File: src/rtl/srth_pkg.sv
`timescale 1ns / 1ps

package srth_pkg;

    typedef enum logic [1:0] {
        ACT_BYTE = 2'd0,
        ACT_TICK = 2'd1,
        ACT_UP   = 2'd2,
        ACT_DOWN = 2'd3
    } action_t;

    typedef enum logic [1:0] {
        CFG_THRESHOLD = 2'd0,
        CFG_WAIT      = 2'd1,
        CFG_MODE      = 2'd2
    } cfg_index_t;

    localparam logic [15:0] RUN_MAX  = 16'hFFFF;
    localparam logic [15:0] TICK_MAX = 16'hFFFF;

    localparam logic [15:0] THRESHOLD_RESET = 16'd20;
    localparam logic [15:0] WAIT_RESET      = 16'd5;

    localparam logic [7:0] CHAR_SPACE = 8'h20;
    localparam logic [7:0] CHAR_TILDE = 8'h7E;
    localparam logic [7:0] CHAR_LF    = 8'h0A;
    localparam logic [7:0] CHAR_CR    = 8'h0D;
    localparam logic [7:0] CHAR_DOT   = 8'h2E;
    localparam logic [7:0] CHAR_COMMA = 8'h2C;
    localparam logic [7:0] CHAR_SEMI  = 8'h3B;
    localparam logic [7:0] CHAR_COLON = 8'h3A;
    localparam logic [7:0] CHAR_BANG  = 8'h21;
    localparam logic [7:0] CHAR_QUEST = 8'h3F;

    typedef struct packed {
        logic is_text;
        logic is_space;
        logic is_punct;
        logic is_vowel;
    } byte_class_t;

    typedef struct packed {
        logic [15:0] text_threshold;
        logic [15:0] wait_ticks;
        logic        manual_mode;
    } cfg_t;

    typedef struct packed {
        logic [3:0]  rate_index;
        logic        rate_changed;
        logic        locked;
        logic [15:0] text_run;
    } result_t;

endpackage

File: src/rtl/srth_classify.sv
`timescale 1ns / 1ps

module srth_classify
    import srth_pkg::*;
(
    input  logic [7:0]  rx_byte,
    output byte_class_t byte_class
);

    always_comb begin
        byte_class.is_text  = (rx_byte inside {[CHAR_SPACE:CHAR_TILDE]}) ||
                              rx_byte == CHAR_LF || rx_byte == CHAR_CR;
        byte_class.is_space = rx_byte inside {CHAR_SPACE, CHAR_CR, CHAR_LF};
        byte_class.is_punct = rx_byte inside {CHAR_DOT, CHAR_COMMA, CHAR_SEMI,
                                              CHAR_COLON, CHAR_BANG, CHAR_QUEST};
        byte_class.is_vowel = rx_byte inside {"a", "e", "i", "o", "u",
                                              "A", "E", "I", "O", "U"};
    end

endmodule

File: src/rtl/srth_core.sv
`timescale 1ns / 1ps

module srth_core
    import srth_pkg::*;
#(
    parameter int NUM_RATES    = 16,
    parameter int DEFAULT_RATE = 15
) (
    input  logic        aclk,
    input  logic        aresetn,
    input  logic        en,
    input  action_t     action,
    input  logic [7:0]  rx_byte,
    input  cfg_t        cfg,
    output result_t     result
);

    localparam int IDX_W = $clog2(NUM_RATES);
    localparam logic [IDX_W-1:0] LAST_IDX = IDX_W'(NUM_RATES - 1);
    localparam logic [IDX_W-1:0] DEF_IDX  =
        (DEFAULT_RATE < NUM_RATES) ? IDX_W'(DEFAULT_RATE) : IDX_W'(NUM_RATES - 1);

    logic [IDX_W-1:0] rate_idx_reg, rate_idx_next;
    logic [15:0]      run_count_reg, run_count_next;
    logic             saw_space_reg, saw_space_next;
    logic             saw_punct_reg, saw_punct_next;
    logic             saw_vowel_reg, saw_vowel_next;
    logic [15:0]      tick_count_reg, tick_count_next;
    logic             clear_pending_reg, clear_pending_next;
    logic             lock_reg, lock_next;

    byte_class_t      byte_class;
    logic [15:0]      tick_inc;
    logic [IDX_W-1:0] idx_up;
    logic [IDX_W-1:0] idx_down;

    srth_classify u_classify (
        .rx_byte    (rx_byte),
        .byte_class (byte_class)
    );

    assign idx_up   = (rate_idx_reg == LAST_IDX) ? '0 : rate_idx_reg + 1'b1;
    assign idx_down = (rate_idx_reg == '0) ? DEF_IDX : rate_idx_reg - 1'b1;
    assign tick_inc = (tick_count_reg == TICK_MAX) ? tick_count_reg : tick_count_reg + 16'd1;

    always_comb begin
        rate_idx_next      = rate_idx_reg;
        run_count_next     = run_count_reg;
        saw_space_next     = saw_space_reg;
        saw_punct_next     = saw_punct_reg;
        saw_vowel_next     = saw_vowel_reg;
        tick_count_next    = tick_count_reg;
        clear_pending_next = clear_pending_reg;
        lock_next          = lock_reg;

        if (!lock_reg) begin
            if (cfg.manual_mode) begin
                case (action)
                    ACT_UP:   rate_idx_next = idx_up;
                    ACT_DOWN: rate_idx_next = idx_down;
                    default:  ;
                endcase
            end else begin
                case (action)
                    ACT_BYTE: begin
                        if (byte_class.is_text) begin
                            if (run_count_reg != RUN_MAX)
                                run_count_next = run_count_reg + 16'd1;
                            saw_space_next = saw_space_reg | byte_class.is_space;
                            saw_punct_next = saw_punct_reg | byte_class.is_punct;
                            saw_vowel_next = saw_vowel_reg | byte_class.is_vowel;
                        end else begin
                            run_count_next = '0;
                            saw_space_next = 1'b0;
                            saw_punct_next = 1'b0;
                            saw_vowel_next = 1'b0;
                        end
                        if (run_count_next >= cfg.text_threshold && saw_space_next &&
                            saw_punct_next && saw_vowel_next) begin
                            lock_next = 1'b1;
                        end else if (clear_pending_reg) begin
                            // drop the run gathered at the previous rate
                            clear_pending_next = 1'b0;
                            run_count_next     = '0;
                            saw_space_next     = 1'b0;
                            saw_punct_next     = 1'b0;
                            saw_vowel_next     = 1'b0;
                        end
                    end
                    ACT_TICK: begin
                        tick_count_next = tick_inc;
                        if (tick_inc >= cfg.wait_ticks) begin
                            tick_count_next    = '0;
                            clear_pending_next = 1'b1;
                            rate_idx_next      = idx_down;
                        end
                    end
                    default: ;
                endcase
            end
        end

        result.rate_index   = 4'(rate_idx_next);
        result.rate_changed = (rate_idx_next != rate_idx_reg);
        result.locked       = lock_next;
        result.text_run     = run_count_next;
    end

    always_ff @(posedge aclk) begin
        if (!aresetn) begin
            rate_idx_reg      <= DEF_IDX;
            run_count_reg     <= '0;
            saw_space_reg     <= 1'b0;
            saw_punct_reg     <= 1'b0;
            saw_vowel_reg     <= 1'b0;
            tick_count_reg    <= '0;
            clear_pending_reg <= 1'b0;
            lock_reg          <= 1'b0;
        end else if (en) begin
            rate_idx_reg      <= rate_idx_next;
            run_count_reg     <= run_count_next;
            saw_space_reg     <= saw_space_next;
            saw_punct_reg     <= saw_punct_next;
            saw_vowel_reg     <= saw_vowel_next;
            tick_count_reg    <= tick_count_next;
            clear_pending_reg <= clear_pending_next;
            lock_reg          <= lock_next;
        end
    end

`ifndef SYNTHESIS
    a_lock_holds: assert property (@(posedge aclk) disable iff (!aresetn)
        lock_reg |=> lock_reg)
        else $error("lock dropped without reset");

    a_locked_rate_frozen: assert property (@(posedge aclk) disable iff (!aresetn)
        lock_reg |=> $stable(rate_idx_reg))
        else $error("rate index moved while locked");

    a_rate_in_range: assert property (@(posedge aclk) disable iff (!aresetn)
        rate_idx_reg <= LAST_IDX)
        else $error("rate index beyond table");

    a_manual_run_frozen: assert property (@(posedge aclk) disable iff (!aresetn)
        cfg.manual_mode |=> $stable(run_count_reg) && $stable(tick_count_reg))
        else $error("text run or tick count moved in manual mode");
`endif

endmodule

File: src/rtl/serial_rate_text_hunter.sv
`timescale 1ns / 1ps

// Channel   Direction  Handshake            Payload
// s_        in         s_valid / s_ready    s_action, s_rx_byte
// m_        out        m_valid / m_ready    m_rate_index, m_rate_changed, m_locked, m_text_run
// cfg_      in         cfg_valid / cfg_ready cfg_index, cfg_data
//
// An input beat passes through the input register, then through the state update
// into the result register, from which its result beat is offered.
// One beat per cycle is sustained while m_ready stays high. Reset is synchronous,
// active low, and returns all registers but the data registers (action, byte, result) to their defaults.
// A stalled result holds the result register; the input register still takes
// one more beat, then s_ready drops until the result is taken.
module serial_rate_text_hunter
    import srth_pkg::*;
#(
    parameter int NUM_RATES    = 16,
    parameter int DEFAULT_RATE = 15
) (
    input  logic        aclk,
    input  logic        aresetn,

    input  logic        s_valid,
    output logic        s_ready,
    input  logic [1:0]  s_action,
    input  logic [7:0]  s_rx_byte,

    output logic        m_valid,
    input  logic        m_ready,
    output logic [3:0]  m_rate_index,
    output logic        m_rate_changed,
    output logic        m_locked,
    output logic [15:0] m_text_run,

    input  logic        cfg_valid,
    output logic        cfg_ready,
    input  logic [1:0]  cfg_index,
    input  logic [15:0] cfg_data
);

    logic        in_valid_reg;
    action_t     action_reg;
    logic [7:0]  byte_reg;
    logic        m_valid_reg;
    result_t     result_reg;
    result_t     result;
    cfg_t        cfg_reg;
    logic        advance;

    assign advance   = in_valid_reg && (!m_valid_reg || m_ready);
    assign s_ready   = !in_valid_reg || advance;
    assign cfg_ready = 1'b1;

    always_ff @(posedge aclk) begin
        if (!aresetn) begin
            cfg_reg.text_threshold <= THRESHOLD_RESET;
            cfg_reg.wait_ticks     <= WAIT_RESET;
            cfg_reg.manual_mode    <= 1'b0;
        end else if (cfg_valid && cfg_ready) begin
            case (cfg_index_t'(cfg_index))
                CFG_THRESHOLD: cfg_reg.text_threshold <= cfg_data;
                CFG_WAIT:      cfg_reg.wait_ticks     <= cfg_data;
                CFG_MODE:      cfg_reg.manual_mode    <= cfg_data[0];
                default:       ;
            endcase
        end
    end

    always_ff @(posedge aclk) begin
        if (!aresetn) begin
            in_valid_reg <= 1'b0;
        end else if (s_valid && s_ready) begin
            in_valid_reg <= 1'b1;
        end else if (advance) begin
            in_valid_reg <= 1'b0;
        end
    end

    always_ff @(posedge aclk) begin
        if (s_valid && s_ready) begin
            action_reg <= action_t'(s_action);
            byte_reg   <= s_rx_byte;
        end
    end

    srth_core #(
        .NUM_RATES    (NUM_RATES),
        .DEFAULT_RATE (DEFAULT_RATE)
    ) u_core (
        .aclk    (aclk),
        .aresetn (aresetn),
        .en      (advance),
        .action  (action_reg),
        .rx_byte (byte_reg),
        .cfg     (cfg_reg),
        .result  (result)
    );

    always_ff @(posedge aclk) begin
        if (!aresetn) begin
            m_valid_reg <= 1'b0;
        end else if (advance) begin
            m_valid_reg <= 1'b1;
        end else if (m_ready) begin
            m_valid_reg <= 1'b0;
        end
    end

    always_ff @(posedge aclk) begin
        if (advance) begin
            result_reg <= result;
        end
    end

    assign m_valid        = m_valid_reg;
    assign m_rate_index   = result_reg.rate_index;
    assign m_rate_changed = result_reg.rate_changed;
    assign m_locked       = result_reg.locked;
    assign m_text_run     = result_reg.text_run;

endmodule
File: config.mk
export PLATFORM = sky130hd
export DESIGN_NAME = serial_rate_text_hunter
export DESIGN_NICKNAME = d
export VERILOG_FILES = /design/src/rtl/srth_pkg.sv /design/src/rtl/srth_classify.sv /design/src/rtl/srth_core.sv /design/src/rtl/serial_rate_text_hunter.sv
export SDC_FILE = /design/constraint.sdc
export NUM_CORES = 1
export LEC_CHECK = 0
export BUFFER_PORTS_ARGS = -buffer_cell sky130_fd_sc_hd__clkbuf_2
export CORE_MARGIN = 3
export CORE_UTILIZATION = 40
export DETAILED_ROUTE_END_ITERATION = 10
export GPL_ROUTABILITY_DRIVEN = 1
export GPL_TIMING_DRIVEN = 0
export PLACE_DENSITY_LB_ADDON = 0.1
export SYNTH_ARGS = -nofsm -noshare
export SYNTH_HDL_FRONTEND = slang
export SYNTH_SLANG_ARGS = --single-unit
File: constraint.sdc
create_clock -name aclk -period 4.8 [get_ports aclk]
set_input_delay 0.96 -clock aclk [delete_from_list [all_inputs] [get_ports aclk]]
set_output_delay 0.96 -clock aclk [all_outputs]
set_load 0.01 [all_outputs]
# After elaboration in Yosys (flattened, before gate mapping)
# Index checks and enable logic that the tools add are counted.
# word_totals
ff_bits	108
inputBits	33
elab_cells	137
output_inout_bits	25
# classes
reduce_logical	27
addsub	4
n_eq_ne	30
mux	48
n_lt_le_gt_ge	4
bitwise	5
# ops
op	count
2-to-1 mux 16 bit	12
equality test 8 x 7 -> 1 bit (second input constant)	10
equality test 8 x 6 -> 1 bit (second input constant)	7
adder 16 x 1 -> 16 bit (second input constant)	2
greater-or-equal comparator 16 bit	2
2-to-1 mux 1 bit	28
2-to-1 mux 4 bit	6
equality test 16 bit (second input constant)	1
equality test 8 x 4 -> 1 bit (second input constant)	2
inequality test 16 bit (second input constant)	1
nonzero test 10 bit	1
greater-or-equal comparator 8 x 6 -> 1 bit (second input constant)	1
less-or-equal comparator 8 x 7 -> 1 bit (second input constant)	1
case mux 4 bit (2 select lines)	1
AND reduction 4 bit	2
equality test 2 bit (second input constant)	3
logical AND 1 bit	6
AND reduction 2 bit	3
AND reduction 6 bit	1
nonzero test 2 bit	3
nonzero test 6 bit	1
adder 4 x 1 -> 4 bit (second input constant)	1
equality test 2 x 1 -> 1 bit (second input constant)	2
equality test 4 bit (second input constant)	1
other kinds (12)	20

# Depth between registers and ports, before layout
# Gate-level depths: netlist of the first run.
# depth
ltp_word	16
depth_mapped	16
mapped_depth_nobuf	14

# Cells and area by module
# A second synthesis of the first run with hierarchy kept.
# hier_totals
cells_unflattened	738
area_unflattened_um2	6353.6
# modules_own_cells
mod	area_per_inst_um2	cells_per_inst	instances	seq_area_each_um2
srth_core	3847.4	541	1	820.8
serial_rate_text_hunter	2347.3	173	1	1661.6
srth_classify	158.9	24	1	0.0

# Worst setup path before layout of the first run
# OpenSTA, ideal clock, no wires.
# synth_path
path_type	reg-to-reg
start	register u_core.tick_count_reg[0]
end	register result_reg, in the netlist m_rate_changed (data pin)
required_ns	4.543
n_path_buf	2
period_less_slack_ns	3.752
path_slack_ns	1.048
path_stages_with_launch	17
arrival_ns	3.495
setup_time_ns	0.257
cell_sequence	dfxtp_1 > ha_1 > and3_1 > nand3_1 > or3_1 > buf_2 > nand4_1 > xnor2_1 > ha_1 > a211oi_2 > o21ai_1 > a41o_1 > a221oi_4 > and2_2 > buf_4 > a2bb2oi_1 > nor2_1
# synth_rtl
element	line	source
from (decl)	srth_core.sv:28	logic [15:0] tick_count_reg, tick_count_next;
from (signal assigned)	srth_core.sv:125	tick_count_reg <= tick_count_next;
to (signal assigned)	serial_rate_text_hunter.sv:111	result_reg <= result;
to (decl)	serial_rate_text_hunter.sv:45	result_t result_reg;

==> impl_metrics.csv, run 1 <==
group,metric,value,unit
yosys,yosys-top-cells-area,"dfxtp_1 24%, edfxtp_1 15%, ha_1 7.0%",
floorplanning,rows,45,
run_status,status,"complete, no violations",
yosys,synth-seq-cells,108,
yosys,ys_warn_count,0,
yosys,synth.distinct_cells,93,
routing,wirelength,16300,µm
timing,final.min_clock_period,4.34,ns
critical_path,endpoint_kind,"flop",
final_layout,syn_to_final_growth,13.0,%
critical_path,start_kind,"flop",
clock_tree,ctsHtreeMaxLevel,3,
clock_tree,cts_buffers,9,
final_layout,diodes,0,
final_layout,final_cell_count_no_fill,1007,
routing,wl_per_cell,16.2,µm
timing,hold_violations,0,
run,cap_violations,0,
final_layout,drive_above_1_share,16.1,%
clock_tree,ctsResizeCount,0,
floorplanning,die_w,133,µm
grt,grt_usage,18.9,%
clock_tree,path_clk_slew,0.08,ns
yosys,syn_avg_cell_area,8.88,µm²
floorplanning,die_area,17600,µm²
clock_tree,cts-root-buf,"clkbuf_16",
critical_path,cp_top_family,"simple AND/OR/NAND/NOR gates",
yosys,async_reset_ff_share,0,%
floorplanning,dieHeight,133,µm
critical_path,worstPathArrival,4.45,ns
place,hpwlAfterDp,12600,µm
critical_path,cpMostUsedCell,"ha_1",
routing,ant_nets,0,
worst_hold_path,hp-class,"flop to flop",
clock_tree,clk_path_buf_depth,2,
critical_path,path_class,"flop to flop",
yosys,synth_cells,724,
routing,vias_per_cell,5.47,
power_and_ir_drop,power_density,262,nW/µm²
critical_path,cp_max_fo,10,
timing,clock_skew,0.00844,ns
grt,grt_max_degree,29,
grt,antenna_found_initial,0,
timing,slew_violations,0,
critical_path,cp_cell_sequence,"ha_1 > and3_1 > nand3_1 > or3_1 > buf_2 > nand4_1 > xnor2_1 > ha_1 > a211oi_2 > o21ai_1 > a41o_1 > a221oi_4 > and2_2 > buf_4 > a2bb2oi_1 > nor2_1",
timing,fmax,230,MHz
routing,drc_errors,0,
power_and_ir_drop,p_leak,0.00280,µW
grt,grt_first_pass_wirelength,27200,µm
place,place_inst,991,
place,port_buffers,56,
clock_tree,tritoncts,"yes",
yosys,ys_seq_area_share,38.6,%
yosys,synth_top_area_share,23.7,%
routing,first_pass_iters,6,
yosys,ys.flop_type,"dfxtp_1",
routing,num_vias,5504,
clock_tree,cts_setup_buffers,0,
routing,first_iter_violations,355,
place,gp_congestion,0.874,
final_layout,largest_reg_flops,33,
timing,max-slew-margin-rel,29.2,%
timing,rsz0062_at_grt,"no",
timing,fin_crit_sh,90.4,%
power_and_ir_drop,ir_worst_vdd,0.000165,V
yosys,synthesis.nets,793,
clock_tree,numClockSinks,108,
grt,gr-total-overflow,0,
timing,final.setup.tns,0,ns
grt,grt_pass1_vias,5352,
critical_path,slowest_stage,"a221oi_4",
floorplanning,ios,58,
timing,finalSetupViolCount,0,
critical_path,worst_path_largest_cell_delay,0.55,ns
critical_path,cp.required,4.91,ns
clock_tree,clkLatencyLatePin,0.36,ns
final_layout,finalNetCount,860,
timing,tightestPinTransition,1.06,ns
yosys,syn-cell-area,6430,µm²
floorplanning,start_util,41.5,%
power_and_ir_drop,fin_total_pwr,1900,µW
yosys,synth_edf_count,32,
yosys,yosysTopAreaCell,"dfxtp_1",
floorplanning,core_area,15500,µm²
critical_path,crit_buf_inv,2,
clock_tree,ctsHoldBuffers,0,
## report_power, final
group          switching [µW]  total, µW  internal (µW)  leakage [µW]
clock network             377        741            365      0.000136
registers                13.8        977            963      0.000906
logic                     117        185           67.8       0.00176
## tightest hold or removal path, cell delays in order, from the launching register on
cell	delay (ns)
dfxtp_1	0.32
nand2_1	0.05
o21ai_1	0.05
## stage by stage
step | setup slack [ns] | hold slack [ns] | util, % | cell area, µm²
final | 0.460 | 0.457 | 46.9 | 7260
after global placement | 0.503 | 0.449 | 45.0 | 6970
after global routing | 0.166 | 0.489 | 46.9 | 7260
after CTS | 0.483 | 0.460 | 46.9 | 7260
after detailed placement | 0.521 | 0.448 | 45.0 | 6970
after floorplan | 1.05 | 0.422 | - | 6430
## layout by cell type (no fill, tap or decap), types with 6 or more instances in the layout
cell type	netlist	final
nand2_1	118	118
dfxtp_1	76	76
clkbuf_2	1	57
inv_1	46	46
nor2_1	44	44
a21boi_0	38	38
ha_1	36	36
edfxtp_1	32	32
a21oi_1	31	31
nand3_1	30	30
a22o_1	28	28
clkbuf_1	18	18
xnor2_1	18	18
o21ai_0	16	16
nor2b_1	11	11
nand4_1	11	11
nor3_1	11	11
clkbuf_16	0	9
buf_4	8	8
buf_2	7	7
and3_1	7	7
nand2b_1	6	6
a21o_1	6	6
## cell usage after synthesis, types with 5 or more instances
master and n:
xnor2_1 18, nor2b_1 11, a22o_1 28, o21a_1 5
a21oi_1 31, nand2b_1 6, nand4_1 11, buf_2 7
edfxtp_1 32, o211ai_1 5, nand3_1 30, inv_1 46
nand2_1 118, a21boi_0 38, nor2_1 44, clkbuf_1 18
a21o_1 6, dfxtp_1 76, ha_1 36, nor3_1 11
buf_4 8, and3_1 7, o21ai_0 16
## final timing paths
check                                 endpoint  slack (ns)  depth (start not counted)                             startpoint
max                   m_rate_changed$_DFFE_PP_        0.46                         16  u_core.tick_count_reg[0]$_SDFFE_PN0P_
min          u_core.saw_space_reg$_SDFFE_PN0P_        0.46                          2      u_core.saw_space_reg$_SDFFE_PN0P_
max reg2reg           m_rate_changed$_DFFE_PP_        0.46                         16  u_core.tick_count_reg[0]$_SDFFE_PN0P_
min reg2reg  u_core.saw_space_reg$_SDFFE_PN0P_        0.46                          2      u_core.saw_space_reg$_SDFFE_PN0P_
## layer usage
layer	vias to the layer above	GRT usage, %	part of all wire (%)
li1	2736	-	-
met2	152	29.3	45
met5	-	0	0
met1	2595	27.1	48
met3	21	2.70	5.1
met4	0	6.58	1.9
## cell families (layout without fill, tap and decap cells)
| family | Yosys count | after routing | synth area share, % |
|---|---|---|---|
| other cells | 1 | 1 | 0.0584 |
| flops | 108 | 108 | 38.6 |
| mux | 6 | 6 | 0.993 |
| compound gates | 189 | 189 | 23.0 |
| buf+inv | 84 | 156 | 5.82 |
| xor+xnor | 20 | 20 | 2.73 |
| fa+ha+maj | 36 | 36 | 7.01 |
| simple gates | 280 | 280 | 21.8 |
## layout make-up
class	instances	area [µm²]
Inverter	47	176
Multi-Input combinational cell	532	3570
Clock inverter	7	66.3
Clock buffer	9	225
Buffer	37	198
Timing Repair Buffer	56	280
Sequential cell	108	2480
Fill cell	1514	8220
Tap cell	211	264
No activity file was read; power rests on OpenSTA's default activity.
==> run 2, diff against run 1 <==
Settings changed: ABC_AREA from default to 1.
==> run 2 against run 1 <==
Effect of this change:
- first-iteration DRC count increased by 9.0%
- wire length decreased by 3.8%
- clock power is 3.1% higher
==> impl_metrics.csv, run 2 <==
group,metric,value,unit
run_status,status,"complete, no violations",
critical_path,slowest_stage,"nor2_1",
worst_hold_path,hp-class,"flop to flop",
final_layout,syn_to_final_growth,13.1,%
floorplanning,die_area,17000,µm²
place,port_buffers,55,
clock_tree,clkLatencyLatePin,0.35,ns
clock_tree,numClockSinks,108,
yosys,synth_top_area_share,24.5,%
routing,num_vias,5659,
power_and_ir_drop,p_leak,0.00307,µW
yosys,synth_mux_area_share,0,%
clock_tree,tritoncts,"yes",
critical_path,worst_path_largest_cell_delay,0.40,ns
yosys,synth_edf_count,32,
timing,fmax,265,MHz
grt,grt_pass1_vias,5251,
routing,top_layer_used,"met4",
critical_path,start_kind,"flop",
yosys,yosys.area_share.simple,24.9,%
power_and_ir_drop,ir_worst_vdd,0.000163,V
clock_tree,cts_buffers,9,
routing,wirelength_met1,7340,µm
final_layout,finalNetCount,966,
timing,max-slew-margin-rel,52.8,%
yosys,netlist_top_cells_count,"162 x nand2_1, 115 x inv_1, 82 x a21oi_1",
critical_path,endpoint_kind,"flop",
yosys,synth_fa_ha_area_share,7.27,%
floorplanning,die_w,130,µm
routing,first_iter_violations,387,
yosys,synth_most_common_cell,"nand2_1",
yosys,synth-seq-cells,108,
yosys,ys_seq_area_share,40.0,%
routing,drc_errors,0,
place,gp_congestion,0.856,
floorplanning,rows,44,
clock_tree,path_clk_slew,0.07,ns
final_layout,diodes,0,
yosys,synth.distinct_cells,47,
routing,first_pass_iters,6,
floorplanning,ios,58,
timing,tightestPinTransition,0.707,ns
routing,wl_per_cell,14.5,µm
routing,dr_wl_met2,7240,µm
critical_path,cp_max_fo,10,
routing,dr_wl_met3,628,µm
run,cap_violations,0,
place,hpwlAfterDp,12300,µm
yosys,synth_xor_area_share,2.26,%
critical_path,cp.required,5.08,ns
timing,fin_crit_sh,78.7,%
final_layout,final_common_cell,"nand2_1",
yosys,async_reset_ff_share,0,%
yosys,synth_top_family_by_area,"simple AND/OR/NAND/NOR gates",
grt,grt_usage,19.1,%
critical_path,cpMostUsedCell,"nand2_1",
timing,hold_violations,0,
final_layout,mostFrequentLayoutCells,"162 x nand2_1, 115 x inv_1, 82 x a21oi_1",
critical_path,path_class,"flop to flop",
yosys,syn_avg_cell_area,7.46,µm²
routing,vias_per_cell,5.21,
yosys,ys.flop_type,"dfxtp_1",
clock_tree,cts-root-buf,"clkbuf_16",
yosys,synth_cells,831,
yosys,synth_compound_area_share,15.9,%
timing,final.setup.tns,0,ns
timing,finalSetupViolCount,0,
yosys,syn-cell-area,6200,µm²
yosys,synthesis.nets,900,
clock_tree,cts_setup_buffers,0,
floorplanning,start_util,41.7,%
floorplanning,core_area,14900,µm²
final_layout,largest_reg_flops,33,
floorplanning,dieHeight,130,µm
clock_tree,ctsHoldBuffers,0,
power_and_ir_drop,power_density,282,nW/µm²
timing,final.min_clock_period,3.78,ns
grt,grt_first_pass_wirelength,25600,µm
yosys,yosys-top-cells-area,"dfxtp_1 25%, edfxtp_1 16%, nand2_1 9.8%",
yosys,ys_warn_count,0,
final_layout,drive_above_1_share,12.4,%
grt,grt_max_degree,32,
critical_path,cp_cell_sequence,"ha_1 > inv_1 > nor3_2 > nand2_1 > nor2_1 > nand3_1 > nor2_1 > nor3_1 > nand2_1 > inv_1 > nand2_1 > xnor2_1 > ha_1 > nand2_1 > nor2_1 > nand2_1 > o211ai_1 > nand2_1 > nand3_1 > nor2_1 > buf_2 > nand2_1 > a21oi_1",
critical_path,worstPathArrival,4.06,ns
power_and_ir_drop,fin_total_pwr,1980,µW
timing,rsz0062_at_grt,"no",
routing,ant_nets,0,
yosys,yosysTopAreaCell,"dfxtp_1",
grt,antenna_found_initial,0,
timing,clock_skew,0.00998,ns
clock_tree,clk_path_buf_depth,2,
clock_tree,ctsResizeCount,0,
grt,gr-total-overflow,0,
routing,wirelength,15700,µm
timing,slew_violations,0,
clock_tree,ctsHtreeMaxLevel,3,
[run 2: layout make-up]
| type | instances | area, µm² |
|---|---|---|
| fill | 1509 | 7850 |
| multi-input combinational | 576 | 3130 |
| sequential | 108 | 2480 |
| inverter | 117 | 439 |
| clock buffer | 12 | 278 |
| timing repair buffer | 55 | 275 |
| tap | 184 | 230 |
| buffer | 30 | 149 |
| clock inverter | 4 | 28.8 |
[run 2: where the power goes]
group          internal (µW)  switching, µW
Clock                    414            350
Combinational           72.4            146
Sequential               977           19.4
Total                   1460            515
[run 2: logic make-up (layout without fill, tap and decap cells)]
family          Yosys count  after routing
compound gates          175            175
xor+xnor                 16             16
fa+ha+maj                36             36
buf+inv                 147            218
flops                   108            108
other cells               1              1
simple gates            348            348
[run 2: worst paths after layout]
check	startpoint	slack, ns	depth (start not counted)	endpoint
setup reg to reg	u_core.tick_count_reg[0]$_SDFFE_PN0P_	1.02	23	u_core.tick_count_reg[5]$_SDFFE_PN0P_
setup / recovery	u_core.tick_count_reg[0]$_SDFFE_PN0P_	1.02	23	u_core.tick_count_reg[5]$_SDFFE_PN0P_
hold / removal	u_core.tick_count_reg[3]$_SDFFE_PN0P_	0.47	2	u_core.tick_count_reg[3]$_SDFFE_PN0P_
hold reg to reg	u_core.tick_count_reg[3]$_SDFFE_PN0P_	0.47	2	u_core.tick_count_reg[3]$_SDFFE_PN0P_
[run 2: layer usage]
metal | vias up | global-route usage [%]
li1 | 2876 | -
met1 | 2601 | 25.9
met2 | 150 | 30.3
met3 | 32 | 2.72
met4 | 0 | 8.23
met5 | - | 0
[run 2: stage by stage]
stage          hold slack, ns  instances  utilization, %  setup WS [ns]  instance area, µm²
2_1_floorplan           0.435        831               -           1.67                6200
3_3_place_gp            0.454       1070            45.1          0.973                6700
5_1_grt                 0.493       1086            47.2          0.464                7010
3_5_place_dp            0.459       1070            45.1          0.990                6710
4_1_cts                 0.470       1086            47.2          0.954                7010
6_report                0.469       1086            47.2           1.02                7010
[run 2: critical path, delay by kind of cell, from the launching register on]
| kind | cells | cell delay (ns) |
|---|---|---|
| buf+inv | 3 | 0.40 |
| compound gates | 2 | 0.20 |
| fa+ha+maj | 2 | 0.47 |
| simple gates | 15 | 2.07 |
| xor+xnor | 1 | 0.17 |
| flops | 1 | 0.39 |
